### src/design/dq_pkg.sv
// ----------------------------------------------------------------------------
// dq_pkg: shared types and codes for the double-ended queue
// Request and status codes, the per-cell command and the sequencer state.
// ----------------------------------------------------------------------------
package dq_pkg;

    localparam int DATA_W   = 32;
    localparam int REQ_W    = 3;
    localparam int STATUS_W = 2;
    localparam int HELD_W   = 5;

    // request codes carried on s_tuser
    localparam logic [REQ_W-1:0] REQ_PUSH_FRONT = 3'd0;
    localparam logic [REQ_W-1:0] REQ_PUSH_BACK  = 3'd1;
    localparam logic [REQ_W-1:0] REQ_POP_FRONT  = 3'd2;
    localparam logic [REQ_W-1:0] REQ_POP_BACK   = 3'd3;
    localparam logic [REQ_W-1:0] REQ_DUMP_FWD   = 3'd4;
    localparam logic [REQ_W-1:0] REQ_DUMP_REV   = 3'd5;
    // spare codes: no operation, a single ok word
    localparam logic [REQ_W-1:0] REQ_SPARE_A    = 3'd6;
    localparam logic [REQ_W-1:0] REQ_SPARE_B    = 3'd7;

    // status codes carried on m_tuser
    localparam logic [STATUS_W-1:0] STAT_OK    = 2'd0;
    localparam logic [STATUS_W-1:0] STAT_EMPTY = 2'd1;
    localparam logic [STATUS_W-1:0] STAT_FULL  = 2'd2;

    // command broadcast to every cell of the row
    typedef enum logic [2:0] {
        CMD_HOLD,
        CMD_PUSH_FRONT,
        CMD_PUSH_BACK,
        CMD_POP_FRONT,
        CMD_ROT_FWD,
        CMD_ROT_REV
    } cell_cmd_t;

    typedef enum logic {
        S_IDLE,
        S_DUMP
    } state_t;

endpackage

### src/design/double_ended_queue_core.sv
// ----------------------------------------------------------------------------
// double_ended_queue_core: bounded deque of signed 32-bit words
// A row of DEPTH cells holds the entries, front in cell 0. Front pushes
// and pops shift the row, back ones do not; dumps rotate it one place per emitted word.
// ----------------------------------------------------------------------------
// Usage:
//   Input channel s_*: s_tuser carries the request code, s_tdata the value
//   to push. Output channel m_*: one word per result, m_tlast marks the
//   final word of a request, m_tuser the status.
//   A result is registered and appears in the cycle after its request is accepted.
//   Push, pop and no-op requests are accepted back to back while the receiver
//   keeps up. A dump emits its entries one word per cycle while m_tready holds,
//   one rotation step of the cell row per word; s_tready stays low until the
//   last word of the dump has been loaded.
//   Reset clears the entry count, the sequencer and the output valid flag;
//   cell contents are left as they are and are never read before being written.
//   When the receiver stalls, the output word holds and the block stops
//   taking requests (and stops advancing a dump) until m_tready returns.
// ----------------------------------------------------------------------------
module double_ended_queue_core
    import dq_pkg::*;
#(
    parameter int DEPTH = 16
)
(
    input  logic                clk,
    input  logic                rst_n,
    input  logic                s_tvalid,
    output logic                s_tready,
    input  logic [DATA_W-1:0]   s_tdata,   // [31:0] push_value
    input  logic [REQ_W-1:0]    s_tuser,   // [2:0] req_type
    output logic                m_tvalid,
    input  logic                m_tready,
    output logic [39:0]         m_tdata,   // [31:0] data_out, [36:32] entries_held, rest 0
    output logic [STATUS_W-1:0] m_tuser,   // [1:0] status
    output logic                m_tlast    // last_of_run
);

    localparam int CW = $clog2(DEPTH + 1);
    localparam int IW = $clog2(DEPTH);
    localparam logic [CW-1:0] DEPTH_C = CW'(DEPTH);
    localparam logic [CW-1:0] ONE_C   = CW'(1);

    // cell row
    logic [DATA_W-1:0] cell_q [DEPTH];
    logic [DATA_W-1:0] front_data;
    logic [DATA_W-1:0] back_data;
    logic [IW-1:0]     back_idx;
    cell_cmd_t         cmd;

    // control state
    state_t        state_reg;
    state_t        state_next;
    logic [CW-1:0] count_reg;
    logic [CW-1:0] count_next;
    logic [CW-1:0] left_reg;
    logic [CW-1:0] left_next;
    logic          dir_rev_reg;
    logic          dir_rev_next;

    // output word
    logic                out_valid_reg;
    logic [STATUS_W-1:0] out_status_reg;
    logic [DATA_W-1:0]   out_data_reg;
    logic [HELD_W-1:0]   out_held_reg;
    logic                out_last_reg;

    logic                slot_free;
    logic                accept;
    logic                dump_start;
    logic                emit;
    logic [STATUS_W-1:0] emit_status;
    logic [DATA_W-1:0]   emit_data;
    logic                emit_last;

    // the output register can take a word when empty or being drained
    assign slot_free = !out_valid_reg || m_tready;
    assign s_tready  = (state_reg == S_IDLE) && slot_free;
    assign accept    = s_tvalid && s_tready;

    assign back_idx   = IW'(count_reg - ONE_C);
    assign front_data = cell_q[0];
    assign back_data  = cell_q[back_idx];

    genvar gi;
    generate
        for (gi = 0; gi < DEPTH; gi++)
        begin : g_cell
            logic [DATA_W-1:0] left_in;
            logic [DATA_W-1:0] right_in;

            if (gi == 0)
            begin : g_first
                assign left_in = cell_q[0];
            end
            else
            begin : g_mid_l
                assign left_in = cell_q[gi-1];
            end

            if (gi == DEPTH - 1)
            begin : g_last
                assign right_in = cell_q[DEPTH-1];
            end
            else
            begin : g_mid_r
                assign right_in = cell_q[gi+1];
            end

            dq_cell #(
                .IDX (gi),
                .CW  (CW)
            ) u_cell (
                .clk        (clk),
                .cmd        (cmd),
                .count      (count_reg),
                .push_value (s_tdata),
                .left_data  (left_in),
                .right_data (right_in),
                .front_data (front_data),
                .back_data  (back_data),
                .data       (cell_q[gi])
            );
        end
    endgenerate

    // next state of the dump sequencer
    always_comb
    begin
        state_next = state_reg;
        unique case (state_reg)
            S_IDLE:
            begin
                if (dump_start)
                begin
                    state_next = S_DUMP;
                end
            end
            S_DUMP:
            begin
                if (slot_free && (left_reg == ONE_C))
                begin
                    state_next = S_IDLE;
                end
            end
            default:
            begin
                state_next = S_IDLE;
            end
        endcase
    end

    // decode the request or the dump step into a row command and a result
    always_comb
    begin
        cmd          = CMD_HOLD;
        count_next   = count_reg;
        left_next    = left_reg;
        dir_rev_next = dir_rev_reg;
        dump_start   = 1'b0;
        emit         = 1'b0;
        emit_status  = STAT_OK;
        emit_data    = '0;
        emit_last    = 1'b1;
        unique case (state_reg)
            S_DUMP:
            begin
                if (slot_free)
                begin
                    // emit the current end entry and rotate it away
                    emit      = 1'b1;
                    emit_data = dir_rev_reg ? back_data : front_data;
                    cmd       = dir_rev_reg ? CMD_ROT_REV : CMD_ROT_FWD;
                    emit_last = (left_reg == ONE_C);
                    left_next = left_reg - ONE_C;
                end
            end
            S_IDLE:
            begin
                if (accept)
                begin
                    emit = 1'b1;
                    case (s_tuser) inside
                        REQ_PUSH_FRONT, REQ_PUSH_BACK:
                        begin
                            if (count_reg == DEPTH_C)
                            begin
                                // drop the value, keep the state
                                emit_status = STAT_FULL;
                            end
                            else
                            begin
                                cmd = (s_tuser == REQ_PUSH_FRONT) ? CMD_PUSH_FRONT
                                                                  : CMD_PUSH_BACK;
                                count_next = count_reg + ONE_C;
                            end
                        end
                        REQ_POP_FRONT, REQ_POP_BACK:
                        begin
                            if (count_reg == '0)
                            begin
                                emit_status = STAT_EMPTY;
                            end
                            else
                            begin
                                if (s_tuser == REQ_POP_FRONT)
                                begin
                                    emit_data = front_data;
                                    cmd       = CMD_POP_FRONT;
                                end
                                else
                                begin
                                    emit_data = back_data;
                                end
                                count_next = count_reg - ONE_C;
                            end
                        end
                        REQ_DUMP_FWD, REQ_DUMP_REV:
                        begin
                            if (count_reg == '0)
                            begin
                                emit_status = STAT_EMPTY;
                            end
                            else
                            begin
                                dir_rev_next = (s_tuser == REQ_DUMP_REV);
                                emit_data    = dir_rev_next ? back_data : front_data;
                                cmd          = dir_rev_next ? CMD_ROT_REV : CMD_ROT_FWD;
                                emit_last    = (count_reg == ONE_C);
                                dump_start   = (count_reg != ONE_C);
                                left_next    = count_reg - ONE_C;
                            end
                        end
                        default:
                        begin
                            emit_status = STAT_OK;
                        end
                    endcase
                end
            end
            default:
            begin
                cmd = CMD_HOLD;
            end
        endcase
    end

    always_ff @(posedge clk or negedge rst_n)
    begin
        if (!rst_n)
        begin
            state_reg     <= S_IDLE;
            count_reg     <= '0;
            left_reg      <= '0;
            dir_rev_reg   <= 1'b0;
            out_valid_reg <= 1'b0;
        end
        else
        begin
            state_reg   <= state_next;
            count_reg   <= count_next;
            left_reg    <= left_next;
            dir_rev_reg <= dir_rev_next;
            if (emit)
            begin
                out_valid_reg <= 1'b1;
            end
            else if (m_tready)
            begin
                out_valid_reg <= 1'b0;
            end
        end
    end

    // output payload, loaded only with a new word
    always_ff @(posedge clk)
    begin
        if (emit)
        begin
            out_status_reg <= emit_status;
            out_data_reg   <= emit_data;
            out_held_reg   <= HELD_W'(count_next);
            out_last_reg   <= emit_last;
        end
    end

    assign m_tvalid = out_valid_reg;
    assign m_tdata  = {3'b000, out_held_reg, out_data_reg};
    assign m_tuser  = out_status_reg;
    assign m_tlast  = out_last_reg;

    // ------------------------------------------------------------------------
    // assertions
    // ------------------------------------------------------------------------
    a_count_bound: assert property (@(posedge clk) disable iff (!rst_n)
        count_reg <= DEPTH_C)
        else $error("entry count above depth");

    a_dump_nonempty: assert property (@(posedge clk) disable iff (!rst_n)
        (state_reg == S_DUMP) |-> (count_reg != '0) && (left_reg != '0)
                                  && (left_reg < count_reg))
        else $error("dump running with bad remaining count");

    a_accept_result: assert property (@(posedge clk) disable iff (!rst_n)
        accept |=> m_tvalid)
        else $error("accepted request gave no result");

    a_dump_end_last: assert property (@(posedge clk) disable iff (!rst_n)
        (state_reg == S_DUMP) ##1 (state_reg == S_IDLE) |-> m_tvalid && m_tlast)
        else $error("dump ended without a last word");

    a_dump_count_stable: assert property (@(posedge clk) disable iff (!rst_n)
        (state_reg == S_DUMP) |=> $stable(count_reg))
        else $error("entry count changed during dump");

endmodule

### src/design/dq_cell.sv
// ----------------------------------------------------------------------------
// dq_cell: one storage cell of the deque row
// Holds one entry; shifts, loads or rotates it under the broadcast command.
// ----------------------------------------------------------------------------
module dq_cell
    import dq_pkg::*;
#(
    parameter int IDX = 0,
    parameter int CW  = 5
)
(
    input  logic              clk,
    input  cell_cmd_t         cmd,
    input  logic [CW-1:0]     count,
    input  logic [DATA_W-1:0] push_value,
    input  logic [DATA_W-1:0] left_data,
    input  logic [DATA_W-1:0] right_data,
    input  logic [DATA_W-1:0] front_data,
    input  logic [DATA_W-1:0] back_data,
    output logic [DATA_W-1:0] data
);

    localparam logic [CW-1:0] IDX_C  = CW'(IDX);
    localparam logic [CW-1:0] IDX_P1 = CW'(IDX + 1);

    logic [DATA_W-1:0] data_reg;
    logic [DATA_W-1:0] data_next;

    always_comb
    begin
        data_next = data_reg;
        unique case (cmd)
            CMD_HOLD:
            begin
                data_next = data_reg;
            end
            CMD_PUSH_FRONT:
            begin
                data_next = (IDX == 0) ? push_value : left_data;
            end
            CMD_PUSH_BACK:
            begin
                if (count == IDX_C)
                begin
                    data_next = push_value;
                end
            end
            CMD_POP_FRONT:
            begin
                data_next = right_data;
            end
            CMD_ROT_FWD:
            begin
                // front entry wraps into the back slot
                if (IDX_P1 < count)
                begin
                    data_next = right_data;
                end
                else if (IDX_P1 == count)
                begin
                    data_next = front_data;
                end
            end
            CMD_ROT_REV:
            begin
                // back entry wraps into the front slot
                if (IDX == 0)
                begin
                    data_next = back_data;
                end
                else if (IDX_C < count)
                begin
                    data_next = left_data;
                end
            end
            default:
            begin
                data_next = data_reg;
            end
        endcase
    end

    always_ff @(posedge clk)
    begin
        data_reg <= data_next;
    end

    assign data = data_reg;

endmodule
### config.mk
export PLATFORM = sky130hd
export DESIGN_NAME = double_ended_queue_core
export DESIGN_NICKNAME = d
export VERILOG_FILES = /design/src/design/dq_pkg.sv /design/src/design/double_ended_queue_core.sv /design/src/design/dq_cell.sv
export SDC_FILE = /design/constraint.sdc
export NUM_CORES = 2
export LEC_CHECK = 0
export ABC_CLOCK_PERIOD_IN_PS = 8300
export BUFFER_PORTS_ARGS = -buffer_cell sky130_fd_sc_hd__buf_2
export CORE_MARGIN = 8
export CORE_UTILIZATION = 30
export DETAILED_ROUTE_END_ITERATION = 12
export GPL_TIMING_DRIVEN = 1
export PLACE_DENSITY = 0.44
export SLEW_MARGIN = 20
export SYNTH_ARGS = -nofsm -noshare
export SYNTH_HDL_FRONTEND = slang
export SYNTH_SLANG_ARGS = --single-unit
export TNS_END_PERCENT = 1
### constraint.sdc
create_clock -name clk -period 8.3 [get_ports clk]
set_input_delay 1.245 -clock clk [delete_from_list [all_inputs] [get_ports clk]]
set_output_delay 1.245 -clock clk [all_outputs]
set_load 0.02 [all_outputs]
## Word level (Yosys, flattened, before mapping)

Index checks and enable logic that the tools add are counted.

| word-level totals | value |
|---|---|
| register bits after elaboration | 565 |
| input port bits | 39 |
| output and inout port bits | 45 |

| cells by class | value |
|---|---|
| $add $sub $neg | 3 |
| $lt $le $gt $ge | 17 |
| equal/unequal tests | 97 |
| mux-type cells | 144 |
| bitwise logic cells | 6 |
| reduce and logical (&&, ||, !) cells | 32 |

Operator list:

| cell | number |
|---|---|
| case mux 32 bit (5 select lines) | 15 |
| two-way mux 32 bit | 74 |
| binary-select mux 32 bit (select 4 bit) | 1 |
| case mux 32 bit (4 select lines) | 1 |
| inequality test 2 x 1 -> 1 bit (second input constant) | 33 |
| case mux 32 bit (2 select lines) | 1 |
| two-way mux 5 bit | 12 |
| AND reduction 4 bit | 14 |
| inequality test 3 x 1 -> 1 bit (second input constant) | 14 |
| equality test 4 x 5 -> 1 bit (first input constant) | 8 |
| equality test 5 x 4 -> 1 bit (second input constant) | 8 |
| < comparator 4 x 5 -> 1 bit (first input constant) | 8 |
| two-way mux 1 bit | 23 |
| equality test 3 x 5 -> 1 bit (first input constant) | 4 |
| equality test 5 x 3 -> 1 bit (second input constant) | 4 |
| < comparator 3 x 5 -> 1 bit (first input constant) | 4 |
| two-way mux 3 bit | 6 |
| inequality test 2 bit (second input constant) | 7 |
| equality test 3 x 2 -> 1 bit (second input constant) | 4 |
| equality test 3 bit (second input constant) | 4 |
| two-way mux 2 bit | 6 |
| AND reduction 6 bit | 2 |
| equality test 2 x 5 -> 1 bit (first input constant) | 2 |
| equality test 5 x 1 -> 1 bit (second input constant) | 2 |
| 27 further kinds | 42 |

## Depth between registers and ports, before layout

| depth | value |
|---|---|
| depth after elaboration | 12 |
| mapped depth | 15 |
| gate-level depth less buffers | 8 |

## Cells and area by module

Synthesis repeated with hierarchy kept, for this count alone.

| second synthesis, totals | value |
|---|---|
| cells, all modules | 5,052 |
| area, all modules | 47,946.0 um^2 |

By module, submodules not included:

| module | times used | cells an instance | area each (um^2) | seq. area each (um^2) |
|---|---|---|---|---|
| double_ended_queue_core | 1 | 876 | 8,669.6 | 1,526.5 |
| dq_cell (g_cell[0].u_cell) | 1 | 303 | 3,230.6 | 960.9 |
| dq_cell (g_cell[6].u_cell) | 1 | 272 | 2,925.3 | 960.9 |
| dq_cell (g_cell[14].u_cell) | 1 | 278 | 2,587.5 | 960.9 |
| dq_cell (g_cell[4].u_cell) | 1 | 231 | 2,576.2 | 960.9 |
| dq_cell (g_cell[10].u_cell) | 1 | 233 | 2,560.0 | 960.9 |
| dq_cell (g_cell[2].u_cell) | 1 | 229 | 2,542.4 | 960.9 |
| dq_cell (g_cell[9].u_cell) | 1 | 302 | 2,323.5 | 960.9 |
| dq_cell (g_cell[7].u_cell) | 1 | 299 | 2,319.7 | 960.9 |
| dq_cell (g_cell[11].u_cell) | 1 | 259 | 2,290.9 | 960.9 |
| dq_cell (g_cell[15].u_cell) | 1 | 257 | 2,289.7 | 960.9 |
| dq_cell (g_cell[5].u_cell) | 1 | 257 | 2,285.9 | 960.9 |
| dq_cell (g_cell[1].u_cell) | 1 | 256 | 2,282.2 | 960.9 |
| dq_cell (g_cell[13].u_cell) | 1 | 257 | 2,273.4 | 960.9 |
| +3 rows | n/a | n/a | n/a | n/a |

## Least setup slack after synthesis

No wires, ideal clock.

| timing path | value |
|---|---|
| path type | register -> register |
| start point | register count_reg[0] |
| end point | register g_cell[0].u_cell.data_reg[0] (enable) |
| library setup time | 0.466 ns |
| data arrival time | 5.659 ns |
| setup slack | 2.175 ns |
| stages on the path, launching flop included | 14 |
| path buffers | 6 |
| period minus slack after synthesis | 6.125 ns |
| cells stage by stage | dfrtp_1 -> buf_2 -> inv_2 -> buf_1 -> clkbuf_1 -> ha_1 -> nor4b_1 -> or3_1 -> o21a_1 -> buf_4 -> buf_4 -> buf_2 -> o22ai_1 -> o21ai_0 |

| between the ends | value |
|---|---|
| cells in the longest elaborated chain, start to end | 10 |
| elaborated cells between the ends (all ways) | 20 |

RTL lines:

| item | RTL line | text |
|---|---|---|
| from (decl) | double_ended_queue_core.sv:54 | `logic [CW-1:0] count_reg;` |
| from (signal assigned) | double_ended_queue_core.sv:261 | `count_reg <= count_next;` |
| logical NOT 5 bit | double_ended_queue_core.sv:200, double_ended_queue_core.sv:220, dq_cell.sv:43 |  |
| two-way mux 3 bit | double_ended_queue_core.sv:220 | `if (count_reg == '0)` |
| two-way mux 3 bit (3 in series) | double_ended_queue_core.sv:183 | `case (s_tuser) inside` |
| two-way mux 3 bit | double_ended_queue_core.sv:180 | `if (accept)` |
| case mux 3 bit (2 select lines) | double_ended_queue_core.sv:165 | `unique case (state_reg)` |
| equality test 3 x 1 -> 1 bit, or another cell as far along | dq_cell.sv:32 | `unique case (cmd)` |
| nonzero test 5 bit (no line), or another cell as far along | n/a |  |
| AND reduction 3 bit (no line) * | n/a |  |
| to (signal assigned) | dq_cell.sv:85 | `data_reg <= data_next;` |
| to (decl) | dq_cell.sv:26 | `logic [DATA_W-1:0] data_reg;` |

Every way passes the cells marked *; elsewhere a longest branch is shown, timed or not.
A chain may end at the register's enable or synchronous reset.

## Worst setup path after layout

| timing path | value |
|---|---|
| start point | register count_reg[0] |
| end point | register g_cell[9].u_cell.data_reg[17] (enable) |

| between the ends | value |
|---|---|
| cells in the longest elaborated chain, start to end | 10 |
| elaborated cells between the ends (all ways) | 24 |

RTL lines:

| item | RTL line |
|---|---|
| logical NOT 5 bit | double_ended_queue_core.sv:200, double_ended_queue_core.sv:220 |
| two-way mux 3 bit | double_ended_queue_core.sv:220 |
| two-way mux 3 bit (3 in series) | double_ended_queue_core.sv:183 |
| two-way mux 3 bit | double_ended_queue_core.sv:180 |
| case mux 3 bit (2 select lines) | double_ended_queue_core.sv:165 |
| equality test 3 bit, or another cell as far along | dq_cell.sv:32 |
| inequality test 3 x 1 -> 1 bit (no line), or another cell as far along | n/a |
| AND reduction 4 bit (no line) * | n/a |
| to (signal assigned) | dq_cell.sv:85 |
| to (decl) | dq_cell.sv:26 |

Marks and branches as above.

==> results.md <==
- Mapped Area: 35140 sq um
- WP buf/inv: 4
- Final period util: 62.86%
- Final hold vios: 0
- Leakage Power: 13.75 nW
- Max reg flops: 512
- Row count: 125
- Synth Flop Type: edfxtp_1
- CP Cell Sequence: inv_4, ha_4, or4b_1, nand2_2, o221ai_4, buf_4, nor2_4, buf_12, nand2_1, o221ai_4, buf_4
- DR pass1 iterations: 8
- Sequential share of the synthesized area: 48.09%
- Clk network pwr share: 14.0%
- Area delta synth->final: 12.41%
- Unrepaired setup endpoints after global routing: no
- Max_cap viols: 0
- CP top delay family: buffers and inverters
- Non-filler cells, final: 4913
- Avg Cell Area, Syn: 10.34 sq um
- Crit path kind: reg -> reg
- GRT Resource Usage Total: 24.45%
- Switching portion of total power: 47.53%
- Vias: 30740
- Number of clock sinks: 565
- Power density cells: 567.1 nW/um^2
- CTS root buffer: clkbuf_16
- VDD IR max: 331.9 uV
- Slew @ Worst Pin: 1198 ps
- Min Tclk post-route: 5217 ps
- Largest net degree at the start of global routing: 182
- Worst reg2reg path startpoint: count_reg[0]$_DFF_PN0_
- CP max stage delay: 770 ps
- Asr flop ratio synth: 2.301%
- Postcts setup bufs: 0
- Dpl hpwl: 90600 microns
- CTS Hold Bufs: 0
- Syn Inst Count: 3400
- Slew Limit Fails: 0
- WL final: 162300 microns
- Req. time, crit path: 8570 ps
- Resized cells post-CTS: 0
- Yosys reg bits: 565
- PortBufs: 80
- Setup TNS: 0 ps
- # nets final: 3379
- Initial antenna violation count: 6
- R2R cell count: 11
- CP Capture Type: flip-flop
- # fillers: 11700
- Pint: 11.76 mW
- Clk_skew: 21.13 ps
- Reg-to-reg endpoint: g_cell[9].u_cell.data[17]$_DFFE_PP_
- DIE WIDTH: 358.3 microns
- Cell variety after synth: 75
- Residual DRC: 0
- Die ar.: 128400 sq um
- Initial Utilization: 30.24%
- Class of the worst hold path: in -> async
- Total CTS buffers: 73
- Placed insts: 4782
- Core area: 116200 sq um
- Yosys warning total: 0
- Clock Latency Late Sink: 650 ps
- Max Fclk: 191.7 MHz
- CTS max path bufs: 3
- I/O pins: 84
- Vias/cell: 6.256
- Setup crit start kind: flip-flop
- Status: finished, final reports clean
- Clock-pin slew on the worst setup and hold paths: 60 ps
- Global-route wire length before repair: 228100 microns
- Max FO, Critical Path: 165
- CTS tree: built
- R2r setup slk: 3080 ps
- Final setup viols: 0
- Normalized max-slew margin: 20.10%
- Height of the die: 358.3 microns
- CTS HTree Levels: 3
- Multi-input gate area in the final layout: 17100 sq um
- Post-synth EDFFs: 552
- Vias in the first global route: 29190
- Switching Power: 10.65 mW
- Share of cells above drive strength 1: 18.18%
- Slowest CP cell: buf_12
- Part of the power in registers: 33.4%
- DRT antenna net count: 0
- Routability cong.: 0.8156
- Grt total ovfl: 0
- DR iter-0 viols: 3969
- Avg WL per Cell: 33.04 microns
- Register area: 16910 sq um
- Worst endpoint data arrival time: 5490 ps
- Combinational group share of total power: 52.6%
worst register-to-register path, delay by kind of cell, from the launching register on:
| kind | cells | cell delay, ps |
|---|---|---|
| buffers and inverters | 4 | 2070 |
| adders and majority gates | 1 | 250 |
| DFF | 1 | 660 |
| AOI/OAI and AO/OA | 2 | 550 |
| and+or+nand+nor | 4 | 1290 |
cells in the final DEF, fill, tap and decap left out, types with 94 or more instances in the layout:
cell	count
nand3_1	195
nor2_1	288
nand2_1	721
a21oi_1	96
edfxtp_1	552
mux4_2	128
a22oi_1	132
mux2i_1	94
mux2_2	124
a31oi_1	220
per-stage QoR:
stage | area (sq um) | hold WS, ps | setup slack (ps) | util (%) | power, mW
finish | 39510 | 511.4 | 3083 | 34.00 | 22.41
global route | 39500 | 515.4 | 2948 | 34.00 | 23.35
CTS | 39500 | 491.1 | 3127 | 34.00 | 22.24
detailed placement | 37260 | 559.9 | 2825 | 32.06 | 19.06
global placement | 37260 | 551.1 | 2881 | 32.06 | 19.01
floorplan | 35150 | 470.1 | 2175 | - | 14.32
final cells by class:
class,instances,share of cell area (%)
well taps,1524,4.827
multi-input cells,2469,43.27
inverters,56,0.5384
repair buffers,168,2.876
clock buffers,95,5.045
flip-flops and latches,565,42.79
clock inverters,35,0.6429
diodes,1,0.006334
kinds of logic after synthesis:
logic type               synth area share [%]
multiplexers                            14.85
AND/OR/NAND/NOR                         15.74
AO/OA/AOI/OAI                           16.26
buffers and inverters                   4.607
XOR/XNOR                               0.1923
adder cells (fa/ha/maj)                0.2492
flip-flops                              48.09
other                                 0.01067
per-layer routing:
| layer | global-route usage (%) | vias to the layer above | wire length, microns |
|---|---|---|---|
| li1 | - | 12800 | - |
| met1 | 33.94 | 15730 | 67580 |
| met2 | 38.15 | 1902 | 72760 |
| met3 | 4.644 | 302 | 15800 |
| met4 | 8.337 | 2 | 6164 |
| met5 | 0 | - | 13 |
Yosys cell counts, types with 28 or more instances:
| master | number | area share (%) |
|---|---|---|
| nand2_1 | 727 | 7.8 |
| edfxtp_1 | 552 | 47 |
| nor2_1 | 289 | 3.1 |
| a31oi_1 | 222 | 4.0 |
| nand3_1 | 196 | 2.8 |
| clkbuf_1 | 153 | 1.6 |
| a22oi_1 | 133 | 2.8 |
| mux4_2 | 128 | 8.2 |
| mux2_2 | 124 | 4.0 |
| buf_2 | 115 | 1.6 |
| a21oi_1 | 105 | 1.5 |
| mux2i_1 | 94 | 2.7 |
| a221o_1 | 65 | 1.9 |
| inv_1 | 55 | 0.59 |
| o21ai_0 | 45 | 0.64 |
| nand2b_1 | 36 | 0.64 |
| a22o_1 | 31 | 0.77 |
| a222oi_1 | 30 | 0.85 |
| o21ai_1 | 28 | 0.40 |
how the worst max path moves through the flow:
stage / from / endpoint / slack [ps] / cells past startpoint
after floorplan: count_reg[0]$_DFF_PN0_ / g_cell[0].u_cell.data[0]$_DFFE_PP_ / 2180 / 13
after global placement: s_tuser[1] / g_cell[13].u_cell.data[17]$_DFFE_PP_ / 2880 / 9
after detailed placement: s_tuser[1] / g_cell[13].u_cell.data[17]$_DFFE_PP_ / 2820 / 9
after CTS: count_reg[0]$_DFF_PN0_ / g_cell[13].u_cell.data[17]$_DFFE_PP_ / 3130 / 10
after global routing: count_reg[0]$_DFF_PN0_ / g_cell[13].u_cell.data[17]$_DFFE_PP_ / 2950 / 10
final: count_reg[0]$_DFF_PN0_ / g_cell[9].u_cell.data[17]$_DFFE_PP_ / 3080 / 11
power by group through the flow:
stage               sequential, mW  combinational, mW  clock (mW)
floorplan                     6.71               7.61           0
global placement              7.50               11.5           0
detailed placement            7.47               11.6           0
CTS                           7.43               11.6        3.20
global route                  7.69               12.4        3.27
finish                        7.48               11.8        3.14
Power figures use the tool's default switching activity.
